$ cat config.mk
export PLATFORM = sky130hd
export DESIGN_NAME = keypad_scan_debounce_select_core_flat
export DESIGN_NICKNAME = d
export VERILOG_FILES = /design/src/design/kpsd_pkg.sv /design/src/design/kpsd_if.sv /design/src/design/keypad_scan_debounce_select_core.sv /design/src/flat_wrapper.sv
export SDC_FILE = /design/constraint.sdc
export NUM_CORES = 1
export LEC_CHECK = 0
export BUFFER_PORTS_ARGS = -buffer_cell sky130_fd_sc_hd__buf_4
export CAP_MARGIN = 30
export CORE_MARGIN = 3
export CORE_UTILIZATION = 41
export DETAILED_ROUTE_END_ITERATION = 6
export GPL_ROUTABILITY_DRIVEN = 0
export PLACE_DENSITY = 0.64
export REMOVE_ABC_BUFFERS = 1
export SLEW_MARGIN = 25
export SYNTH_ARGS = -nofsm -noshare
export SYNTH_HDL_FRONTEND = slang
export SYNTH_SLANG_ARGS = --single-unit
$ cat constraint.sdc
create_clock -name i_clk -period 7.8 [get_ports i_clk]
set_input_delay 0.39 -clock i_clk [delete_from_list [all_inputs] [get_ports i_clk]]
set_output_delay 0.39 -clock i_clk [all_outputs]
set_load 0.1 [all_outputs]
$ cat src/design/kpsd_pkg.sv
// shared constants for the keypad scan and debounce block
package kpsd_pkg;

    localparam int COLUMNS   = 4;
    localparam int ROWS      = 4;
    localparam int KEYS      = COLUMNS * ROWS;
    localparam int COL_W     = $clog2(COLUMNS);
    localparam int ROW_W     = $clog2(ROWS);
    localparam int KEY_W     = $clog2(KEYS);
    localparam int CNT_W     = 3;
    localparam int LIMIT_RST = 3;

    typedef logic [COL_W-1:0] t_col;
    typedef logic [ROW_W-1:0] t_row;
    typedef logic [KEY_W-1:0] t_key;
    typedef logic [CNT_W-1:0] t_cnt;
    typedef logic [ROWS-1:0]  t_rows;

    localparam t_col LAST_COL = t_col'(COLUMNS - 1);

endpackage

$ cat src/design/kpsd_if.sv
// request channels of the keypad scan and debounce block

interface kpsd_row_if;
    logic                 valid;
    logic                 ready;
    kpsd_pkg::t_rows      row_levels;

    modport source (output valid, output row_levels, input ready);
    modport sink   (input valid, input row_levels, output ready);
endinterface

interface kpsd_key_if;
    logic                 valid;
    logic                 ready;
    kpsd_pkg::t_col       scanned_column;
    kpsd_pkg::t_rows      green_rows;
    kpsd_pkg::t_rows      press_rows;
    logic                 key_down;
    kpsd_pkg::t_key       key_number;

    modport source (output valid, output scanned_column, output green_rows,
                    output press_rows, output key_down, output key_number,
                    input ready);
    modport sink   (input valid, input scanned_column, input green_rows,
                    input press_rows, input key_down, input key_number,
                    output ready);
endinterface

interface kpsd_cfg_if;
    logic                 valid;
    logic                 ready;
    kpsd_pkg::t_cnt       data;

    modport source (output valid, output data, input ready);
    modport sink   (input valid, input data, output ready);
endinterface

$ cat src/design/keypad_scan_debounce_select_core.sv
// keypad matrix scanner with saturating debounce counters and one-hot led select
//
// Each request is one scan tick holding the active-low row levels of the column
// currently selected; the block answers with that column's number, its led
// colors as they stood before the tick, the rows whose debounce counters reached
// the limit on this tick, and the key number of the highest such row. A newly
// pressed key becomes the only lit led. Throughput is one request per clock:
// a request is registered in an input stage, then the counter update for the
// selected column and the result are computed together and loaded into the
// output register. The input stage and output register move together, so the
// block keeps accepting as long as the output side takes results. The debounce
// limit write channel is always ready and should only be written while no
// request is in flight.
module keypad_scan_debounce_select_core (
    input  logic        i_clk,
    input  logic        i_rst_n,
    kpsd_cfg_if.sink    i_cfg,
    kpsd_row_if.sink    i_row,
    kpsd_key_if.source  o_key
);

    kpsd_pkg::t_cnt        r_limit;
    kpsd_pkg::t_col        r_col;
    kpsd_pkg::t_cnt        r_cnt [kpsd_pkg::ROWS][kpsd_pkg::COLUMNS];
    logic                  r_led_on;
    kpsd_pkg::t_key        r_led_key;

    logic                  r_s1_valid;
    kpsd_pkg::t_rows       r_s1_levels;

    logic                  r_out_valid;
    kpsd_pkg::t_col        r_out_col;
    kpsd_pkg::t_rows       r_out_green;
    kpsd_pkg::t_rows       r_out_press;
    logic                  r_out_down;
    kpsd_pkg::t_key        r_out_key;

    logic                  s1_advance;
    kpsd_pkg::t_cnt        n_cnt [kpsd_pkg::ROWS];
    kpsd_pkg::t_rows       n_press;
    kpsd_pkg::t_rows       green;
    logic                  n_any;
    kpsd_pkg::t_key        n_key;
    kpsd_pkg::t_key        col_base;
    kpsd_pkg::t_col        n_col;

    assign i_cfg.ready = 1'b1;
    assign s1_advance  = r_s1_valid && (!r_out_valid || o_key.ready);
    assign i_row.ready = !r_s1_valid || s1_advance;

    assign col_base = kpsd_pkg::t_key'(r_col) * kpsd_pkg::t_key'(kpsd_pkg::ROWS);
    assign n_col    = (r_col == kpsd_pkg::LAST_COL) ? '0 : r_col + 1'b1;

    always_comb begin
        n_press = '0;
        n_any   = 1'b0;
        n_key   = '0;
        green   = '0;
        for (int r = 0; r < kpsd_pkg::ROWS; r++) begin
            // only one led is ever lit, stored as its key number
            green[r] = r_led_on &&
                       (r_led_key == col_base + kpsd_pkg::t_key'(r));
            n_cnt[r] = r_cnt[r][r_col];
            if (!r_s1_levels[r]) begin
                if (r_cnt[r][r_col] < r_limit) begin
                    n_cnt[r] = r_cnt[r][r_col] + 1'b1;
                    if (n_cnt[r] == r_limit) begin
                        n_press[r] = 1'b1;
                        n_any      = 1'b1;
                        // later rows override, so the highest row wins
                        n_key      = col_base + kpsd_pkg::t_key'(r);
                    end
                end
            end else if (r_cnt[r][r_col] != '0) begin
                n_cnt[r] = r_cnt[r][r_col] - 1'b1;
            end
        end
    end

    always_ff @(posedge i_clk) begin
        if (!i_rst_n) begin
            r_limit     <= kpsd_pkg::t_cnt'(kpsd_pkg::LIMIT_RST);
            r_col       <= '0;
            r_led_on    <= 1'b0;
            r_s1_valid  <= 1'b0;
            r_out_valid <= 1'b0;
            for (int r = 0; r < kpsd_pkg::ROWS; r++) begin
                for (int c = 0; c < kpsd_pkg::COLUMNS; c++) begin
                    r_cnt[r][c] <= '0;
                end
            end
        end else begin
            if (i_cfg.valid) begin
                r_limit <= i_cfg.data;
            end
            if (i_row.ready) begin
                r_s1_valid <= i_row.valid;
            end
            if (s1_advance) begin
                r_out_valid <= 1'b1;
                r_col       <= n_col;
                for (int r = 0; r < kpsd_pkg::ROWS; r++) begin
                    r_cnt[r][r_col] <= n_cnt[r];
                end
                if (n_any) begin
                    r_led_on <= 1'b1;
                end
            end else if (o_key.ready) begin
                r_out_valid <= 1'b0;
            end
        end
    end

    always_ff @(posedge i_clk) begin
        if (i_row.valid && i_row.ready) begin
            r_s1_levels <= i_row.row_levels;
        end
        if (s1_advance) begin
            r_out_col   <= r_col;
            r_out_green <= green;
            r_out_press <= n_press;
            r_out_down  <= n_any;
            r_out_key   <= n_key;
            if (n_any) begin
                r_led_key <= n_key;
            end
        end
    end

    assign o_key.valid          = r_out_valid;
    assign o_key.scanned_column = r_out_col;
    assign o_key.green_rows     = r_out_green;
    assign o_key.press_rows     = r_out_press;
    assign o_key.key_down       = r_out_down;
    assign o_key.key_number     = r_out_key;

    a_down_has_press : assert property (@(posedge i_clk) disable iff (!i_rst_n)
        r_out_valid |-> (r_out_down == (r_out_press != '0)))
        else $error("key_down disagrees with press_rows");

    a_idle_key_zero : assert property (@(posedge i_clk) disable iff (!i_rst_n)
        (r_out_valid && !r_out_down) |-> (r_out_key == '0))
        else $error("key_number set without a press");

    a_col_steps : assert property (@(posedge i_clk) disable iff (!i_rst_n)
        s1_advance |=> (r_col == $past(n_col)) && r_out_valid)
        else $error("column did not advance with a result");

    a_led_follows_press : assert property (@(posedge i_clk) disable iff (!i_rst_n)
        (s1_advance && n_any) |=> r_led_on && (r_led_key == r_out_key))
        else $error("lit led does not match the reported key");

    a_green_onehot : assert property (@(posedge i_clk) disable iff (!i_rst_n)
        r_out_valid |-> $onehot0(r_out_green))
        else $error("more than one green led in a column");

    a_stall_holds_col : assert property (@(posedge i_clk) disable iff (!i_rst_n)
        !s1_advance |=> $stable(r_col))
        else $error("column moved without a result");

endmodule

$ cat src/flat_wrapper.sv
// flat-port wrapper written by rule: the top's interface ports become plain ports
module keypad_scan_debounce_select_core_flat 
  (i_clk, i_rst_n, i_cfg_valid, i_cfg_data, i_cfg_ready, i_row_valid, i_row_row_levels, i_row_ready, o_key_valid, o_key_scanned_column, o_key_green_rows, o_key_press_rows, o_key_key_down, o_key_key_number, o_key_ready);
  kpsd_cfg_if i_cfg_i ();
  kpsd_row_if i_row_i ();
  kpsd_key_if o_key_i ();
  input  logic i_clk;
  input  logic i_rst_n;
  input wire logic [$bits(i_cfg_i.valid)-1:0] i_cfg_valid;
  input wire logic [$bits(i_cfg_i.data)-1:0] i_cfg_data;
  output wire logic [$bits(i_cfg_i.ready)-1:0] i_cfg_ready;
  input wire logic [$bits(i_row_i.valid)-1:0] i_row_valid;
  input wire logic [$bits(i_row_i.row_levels)-1:0] i_row_row_levels;
  output wire logic [$bits(i_row_i.ready)-1:0] i_row_ready;
  output wire logic [$bits(o_key_i.valid)-1:0] o_key_valid;
  output wire logic [$bits(o_key_i.scanned_column)-1:0] o_key_scanned_column;
  output wire logic [$bits(o_key_i.green_rows)-1:0] o_key_green_rows;
  output wire logic [$bits(o_key_i.press_rows)-1:0] o_key_press_rows;
  output wire logic [$bits(o_key_i.key_down)-1:0] o_key_key_down;
  output wire logic [$bits(o_key_i.key_number)-1:0] o_key_key_number;
  input wire logic [$bits(o_key_i.ready)-1:0] o_key_ready;
  assign i_cfg_i.valid = i_cfg_valid;
  assign i_cfg_i.data = i_cfg_data;
  assign i_cfg_ready = i_cfg_i.ready;
  assign i_row_i.valid = i_row_valid;
  assign i_row_i.row_levels = i_row_row_levels;
  assign i_row_ready = i_row_i.ready;
  assign o_key_valid = o_key_i.valid;
  assign o_key_scanned_column = o_key_i.scanned_column;
  assign o_key_green_rows = o_key_i.green_rows;
  assign o_key_press_rows = o_key_i.press_rows;
  assign o_key_key_down = o_key_i.key_down;
  assign o_key_key_number = o_key_i.key_number;
  assign o_key_i.ready = o_key_ready;
  keypad_scan_debounce_select_core u_core (.i_clk(i_clk), .i_rst_n(i_rst_n), .i_cfg(i_cfg_i), .i_row(i_row_i), .o_key(o_key_i));
endmodule
# --- Word-level counts from Yosys, hierarchy flattened ---
# Memories as Yosys holds them, arrays and structs flattened.
# Index checks and enable logic that the tools add are counted.
totals:
  ramBits: 48
  memories: 1
  register_bits: 31
  romBits: 0
  latch_bits: 0
  in_bits: 12
  out_inout_bits: 18
  elab_cells: 223
op_classes:
  n_mux: 108
  n_bitwise: 52
  multipliers: 0
  order_cmp: 6
  n_div: 0
  n_eq_ne: 9
  add_sub_neg: 12
  reduce_logical: 20
  shifts: 0
mem_list:
  columns: ["name", "words", "width", "rd", "rd_clocked_by_memory_dff", "write_ports", "line_no", "rtl"]
  rows:
  - ["u_core.r_cnt", 4, 12, 4, 0, 4, "keypad_scan_debounce_select_core.sv:24", "kpsd_pkg::t_cnt r_cnt [kpsd_pkg::ROWS][kpsd_pkg::COLUMNS];"]
ops:
  columns: ["op", "count"]
  rows:
  - ["2-to-1 mux 1 bit", 68]
  - ["2-to-1 mux 3 bit", 21]
  - ["2-to-1 mux 4 bit", 12]
  - ["OR 1 bit", 48]
  - ["binary-select mux 3 bit (select 2 bit)", 4]
  - ["equality test 4 bit", 4]
  - ["adder 3 x 1 -> 3 bit, second input constant", 4]
  - ["equality test 3 bit", 4]
  - ["less-than comparator 3 bit", 4]
  - ["2-to-1 mux 12 bit", 1]
  - ["nonzero test 3 bit", 4]
  - ["subtractor 3 x 1 -> 3 bit, second input constant", 4]
  - ["adder 4 x 2 -> 4 bit, second input constant", 2]
  - ["logical AND 1 bit", 7]
  - ["demux 3 bit (select 2 bit)", 1]
  - ["OR reduction 2 bit", 3]
  - ["adder 4 x 1 -> 4 bit, second input constant", 1]
  - ["greater-or-equal comparator 3 bit, second input constant", 1]
  - ["less-than comparator 3 x 1 -> 1 bit, second input constant", 1]
  - ["NOT 1 bit", 3]
  - ["NOT 2 -> 3 bit", 1]
  - ["adder 2 x 1 -> 2 bit, second input constant", 1]
  - ["equality test 2 bit, second input constant", 1]
  - ["logical NOT 1 bit", 2]
  - ["other kinds (4)", 5]

# --- Logic depth before layout (Yosys ltp) ---
logic_depth:
  depth_word: 19
  depth_mapped: 10
  depth_no_buf: 8

# --- Worst setup path after synthesis ---
# Ideal clock, no wire load.
synth_path:
  path_type: "register -> register"
  startpoint: "reg u_core.r_col[0]"
  endpoint: "reg u_core.r_led_key[0], enable pin"
  required_ns: 7.491
  synth_period_minus_slack_ns: 3.303
  path_stages_with_launch: 11
  n_path_buf: 2
  setup_time_ns: 0.309
  slack_ns: 4.497
  arrival_ns: 2.994
  path_cell_list: "dfxtp_1 -> buf_6 -> clkbuf_1 -> mux4_2 -> inv_1 -> ha_1 -> xor2_1 -> or3_1 -> nor4_1 -> or4_4 -> and2_1"
synth_between:
  elab_chain_cells: 19
  word_cells_on_any_way: 38
  cone_classes: "add/sub (4); order compare (4); eq/ne (4); mux (24); bitwise (1); reduce/logical (1)"
synth_rtl:
  columns: ["element", "line_no", "rtl"]
  rows:
  - ["from (decl)", "keypad_scan_debounce_select_core.sv:23", "kpsd_pkg::t_col r_col;"]
  - ["from (signal assigned)", "keypad_scan_debounce_select_core.sv:101", "r_col <= n_col;"]
  - ["NOT 2 -> 3 bit (not written as such) *", "keypad_scan_debounce_select_core.sv:65, keypad_scan_debounce_select_core.sv:66", null]
  - ["binary-select mux 3 bit (select 2 bit)", "keypad_scan_debounce_select_core.sv:65, keypad_scan_debounce_select_core.sv:66", null]
  - ["2-to-1 mux 3 bit (not written as such) (2 in a row)", "keypad_scan_debounce_select_core.sv:65, keypad_scan_debounce_select_core.sv:66", null]
  - ["adder 3 x 1 -> 3 bit", "keypad_scan_debounce_select_core.sv:66", "n_cnt[r] = r_cnt[r][r_col] + 1'b1;"]
  - ["equality test 3 bit", "keypad_scan_debounce_select_core.sv:67", "if (n_cnt[r] == r_limit) begin"]
  - ["2-to-1 mux 1 bit", "keypad_scan_debounce_select_core.sv:67", null]
  - ["2-to-1 mux 1 bit", "keypad_scan_debounce_select_core.sv:65", "if (r_cnt[r][r_col] < r_limit) begin"]
  - ["2-to-1 mux 1 bit", "keypad_scan_debounce_select_core.sv:64", "if (!r_s1_levels[r]) begin"]
  - ["(+3 left out)", null, null]
  - ["2-to-1 mux 1 bit", "keypad_scan_debounce_select_core.sv:67", null]
  - ["2-to-1 mux 1 bit", "keypad_scan_debounce_select_core.sv:65", null]
  - ["2-to-1 mux 1 bit", "keypad_scan_debounce_select_core.sv:64", null]
  - ["2-to-1 mux 1 bit", "keypad_scan_debounce_select_core.sv:67", null]
  - ["2-to-1 mux 1 bit", "keypad_scan_debounce_select_core.sv:65", null]
  - ["2-to-1 mux 1 bit *", "keypad_scan_debounce_select_core.sv:64", null]
  - ["named net u_core.n_any", "keypad_scan_debounce_select_core.sv:42", "logic n_any;"]
  - ["AND reduction 2 bit (no source line) *", null, null]
  - ["to (signal assigned)", "keypad_scan_debounce_select_core.sv:125", "r_led_key <= n_key;"]
  - ["to (decl)", "keypad_scan_debounce_select_core.sv:26", "kpsd_pkg::t_key r_led_key;"]
# The timed path passes the listed nets; every way through them passes the cells marked *. The select of a mux whose other input is x is not followed.
# A chain may end at the register's enable or synchronous reset.

# --- Worst setup path after layout ---
layout_path:
  startpoint: "reg u_core.r_col[1]"
  endpoint: "reg u_core.r_led_key[0], enable pin"
# The elaborated chain is that of the path after synthesis.

==> impl_summary.log <==
[metrics] status: complete, no violations
[metrics] Synth top area share: 36.4%
[metrics] floorplan die area: 11,300 sq um
[metrics] gr ovfl total: 0
[metrics] overall power consumption: 955 uW
[metrics] final critical path time including I/O delays and setup: 3.78 ns
[metrics] highest fanout seen on the critical path: 18
[metrics] TritonCTS Buffers: 9
[metrics] pin count of the biggest net entering global routing: 39
[metrics] post-route fraction of the period consumed by the critical path: 48.5%
[metrics] register clock-pin slew on the reported worst setup and hold paths: 0.08 ns
[metrics] number of library cell types mapped by synthesis: 44
[metrics] ANT cells: 0
[metrics] number of buffers added for setup after CTS: 0
[metrics] average size of a mapped cell: 11.4 sq um
[metrics] number of warning messages in the yosys log: 0
[metrics] power density normalized to cell area: 208 nW/um^2
[metrics] startpoint class of the critical path: flip-flop
[metrics] Iteration-0 DRC Markers: 91
[metrics] leading cell types by total area after synthesis: sky130_fd_sc_hd__edfxtp_1 (36%), sky130_fd_sc_hd__dfxtp_1 (14%), sky130_fd_sc_hd__ha_1 (8.5%), sky130_fd_sc_hd__mux4_2 (4.4%), sky130_fd_sc_hd__o21ai_0 (3.5%)
[metrics] clock sinks: 79
[metrics] number of vias per cell after detailed routing: 5.40
[metrics] reg-to-reg setup timing slack: 4.02 ns
[metrics] Worst Max-Slew Pin Slew: 0.910 ns
[metrics] Arr. time, crit path: 3.83 ns
[metrics] final instance area: 4590 sq um
[metrics] most used cells in the layout excluding fill and tap cells: sky130_fd_sc_hd__edfxtp_1 (50), sky130_fd_sc_hd__o21ai_0 (29), sky130_fd_sc_hd__dfxtp_1 (29)
[metrics] Initial Utilization: 43.4%
[metrics] Cells on Worst Hold Path: 1
[metrics] hold crit path type: in -> reg
[metrics] total negative slack: 0 ns
[metrics] achievable clock frequency: 0.264 GHz
[metrics] setup violation total in the final timing report: 0
[metrics] CP endpoint kind: flip-flop
[metrics] clock insertion delay at the later pin of the skew report: 0.35 ns
[metrics] Antenna Nets Post-Route: 0
[metrics] final core occ: 48.3%
[metrics] worst relative slew slack: 39.3%
[metrics] antenna violations before repair: 0
[metrics] type of the worst setup path: reg -> reg
[metrics] HPWL after detailed placement: 6090 um
[metrics] worst clock skew: 0.0101 ns
[metrics] fraction of layout cells with a size suffix above 1: 15.5%
[metrics] horizontal die dimension: 106 um
[metrics] total number of nets in the final design: 422
[metrics] number of hold-repair buffers added at the cts stage: 0
[metrics] count of boundary I/O pins: 30
[metrics] Final Slew Violations: 0
[metrics] post-cts sizing count: 0
[metrics] cell leakage power: 1.74 nW
[metrics] Post-route DRC: 0
[metrics] TritonCTS clock tree: built
[metrics] area delta synth->final: 11.5%
[metrics] chip height: 106 um
[metrics] largest area contributor in the synthesized netlist: sky130_fd_sc_hd__edfxtp_1
[metrics] mean routed wirelength per cell: 16.3 um
[metrics] floorplan core area: 9500 sq um
[metrics] data required time at the worst endpoint: 7.85 ns
[metrics] reg2reg path depth: 8
[metrics] first-pass GRT wire length: 13,900 um
[metrics] clk root buf: sky130_fd_sc_hd__clkbuf_8
[metrics] post-synthesis sequential area ratio: 50.5%
[metrics] overall routed net length: 8410 um
[metrics] vias in the first global route: 2,697
[metrics] Worst IR Drop VDD: 0.117 mV
[metrics] Post-Place Cell Area: 4410 sq um
[metrics] final hold vios: 0
[metrics] Bufs on Longest Clock Path: 2
[metrics] Post-Syn Area: 4120 sq um
[metrics] setup repair after global routing missed its margin: no
[metrics] CTS HTree Levels: 3
[metrics] drt first pass iters: 4
[metrics] post-synthesis sequential element count: 79
[metrics] most common cell after layout, fill and taps aside: sky130_fd_sc_hd__edfxtp_1
[metrics] via count: 2,788
[metrics] total global-route track usage: 15.8%
[metrics] delay of the slowest cell on the worst path: 0.93 ns
[metrics] Port Buffer Count: 28
[metrics] Mapped Cells: 362
[metrics] cells along the critical path: mux4_2 > inv_1 > ha_1 > xor2_1 > or3_1 > nor4_1 > or4_4 > and2_1
[metrics] maxcap violations: 0
[metrics] CP max stage cell: sky130_fd_sc_hd__dfxtp_1
[metrics] count of standard-cell rows: 35
## cell families after synthesis
family / Yosys count / synth area share, %
xor gates and xnor gates: 19 / 4.22
muxes: 14 / 7.41
and+or+nand+nor: 117 / 14.8
buffers and inverters: 42 / 4.31
DFF: 79 / 50.5
other: 1 / 0.0910
adders and majority gates: 28 / 8.50
AOI/OAI and AO/OA: 62 / 10.1
## synth_stat cells (all sizes together)
library cell / number
nand3: 28
ha: 28
o21a: 6
a22o: 1
nor2: 24
or2: 1
o31ai: 7
o41a: 1
edfxtp: 50
nor2b: 9
o311a: 1
mux2i: 2
a21oi: 3
nand2b: 10
nand4: 1
or3b: 4
nor4: 7
mux4: 12
o211a: 4
or3: 4
o211ai: 2
xnor2: 15
or4: 1
o21ai: 29
nor3: 4
dfxtp: 29
or2b: 1
o32a: 3
nand2: 17
conb: 1
and2: 5
buf: 4
clkbuf: 16
and3: 1
inv: 22
o41ai: 1
xor2: 4
o31a: 3
o21bai: 1
## per-layer routing
metal	track usage (%)	vias up	share of wire (%)
met3	3.70	12	5.0
met1	20.7	1357	45
met5	0	-	0
li1	-	1362	-
met4	4.53	0	1.2
met2	26.1	57	49
## state kept, by name (all words and copies together), names as in the netlist
signal / cells
u_core.o_key.scanned_column: 2
u_core.r_s1_levels: 4
u_core.o_key.key_number: 4
u_core.r_led_on: 1
u_core.o_key.valid: 1
u_core.o_key.key_down: 1
u_core.r_col: 2
u_core.r_led_key: 4
u_core.o_key.press_rows: 4
u_core.r_limit: 3
u_core.o_key.green_rows: 4
u_core.r_s1_valid: 1
u_core.r_cnt: 48
## critical path, delay by kind of cell (launching register included)
family | cells | cell delay [ns]
buf+inv | 1 | 0.14
flops | 1 | 0.93
fa+ha+maj | 1 | 0.28
xor+xnor | 1 | 0.14
simple gates | 4 | 1.34
mux | 1 | 0.64
## final cells by class
type | count | area (sq um)
fillers | 870 | 4910
clock buffers | 11 | 153
inverters | 22 | 82.6
well taps | 129 | 161
repair buffers | 29 | 225
multi-input cells | 241 | 1860
clock inverters | 5 | 30.0
flip-flops and latches | 79 | 2080
## report_power, final
group | switching, mW | internal (mW)
logic | 0.119 | 0.0712
clock network | 0.150 | 0.134
registers | 0.0146 | 0.466
## path summary, 6_finish.rpt
path | from | endpoint
worst max-delay path | u_core.r_col[1]$_SDFFE_PN0P_ | u_core.r_led_key[0]$_DFFE_PP_
worst min-delay path | i_row_row_levels[2] | u_core.r_s1_levels[2]$_DFFE_PP_
worst min register to register | u_core.r_cnt[2][5]$_SDFFE_PN0P_ | u_core.r_cnt[2][5]$_SDFFE_PN0P_
worst max register to register | u_core.r_col[1]$_SDFFE_PN0P_ | u_core.r_led_key[0]$_DFFE_PP_
## metrics by stage
stage	setup WS (ns)	instances	hold slack, ns
after floorplan	4.50	342	0.435
after global placement	4.07	499	0.449
after detailed placement	3.96	500	0.459
after CTS	3.94	516	0.200
after global routing	3.72	516	0.196
final	4.02	516	0.213
Note: power is estimated with default switching activity, not from simulation.
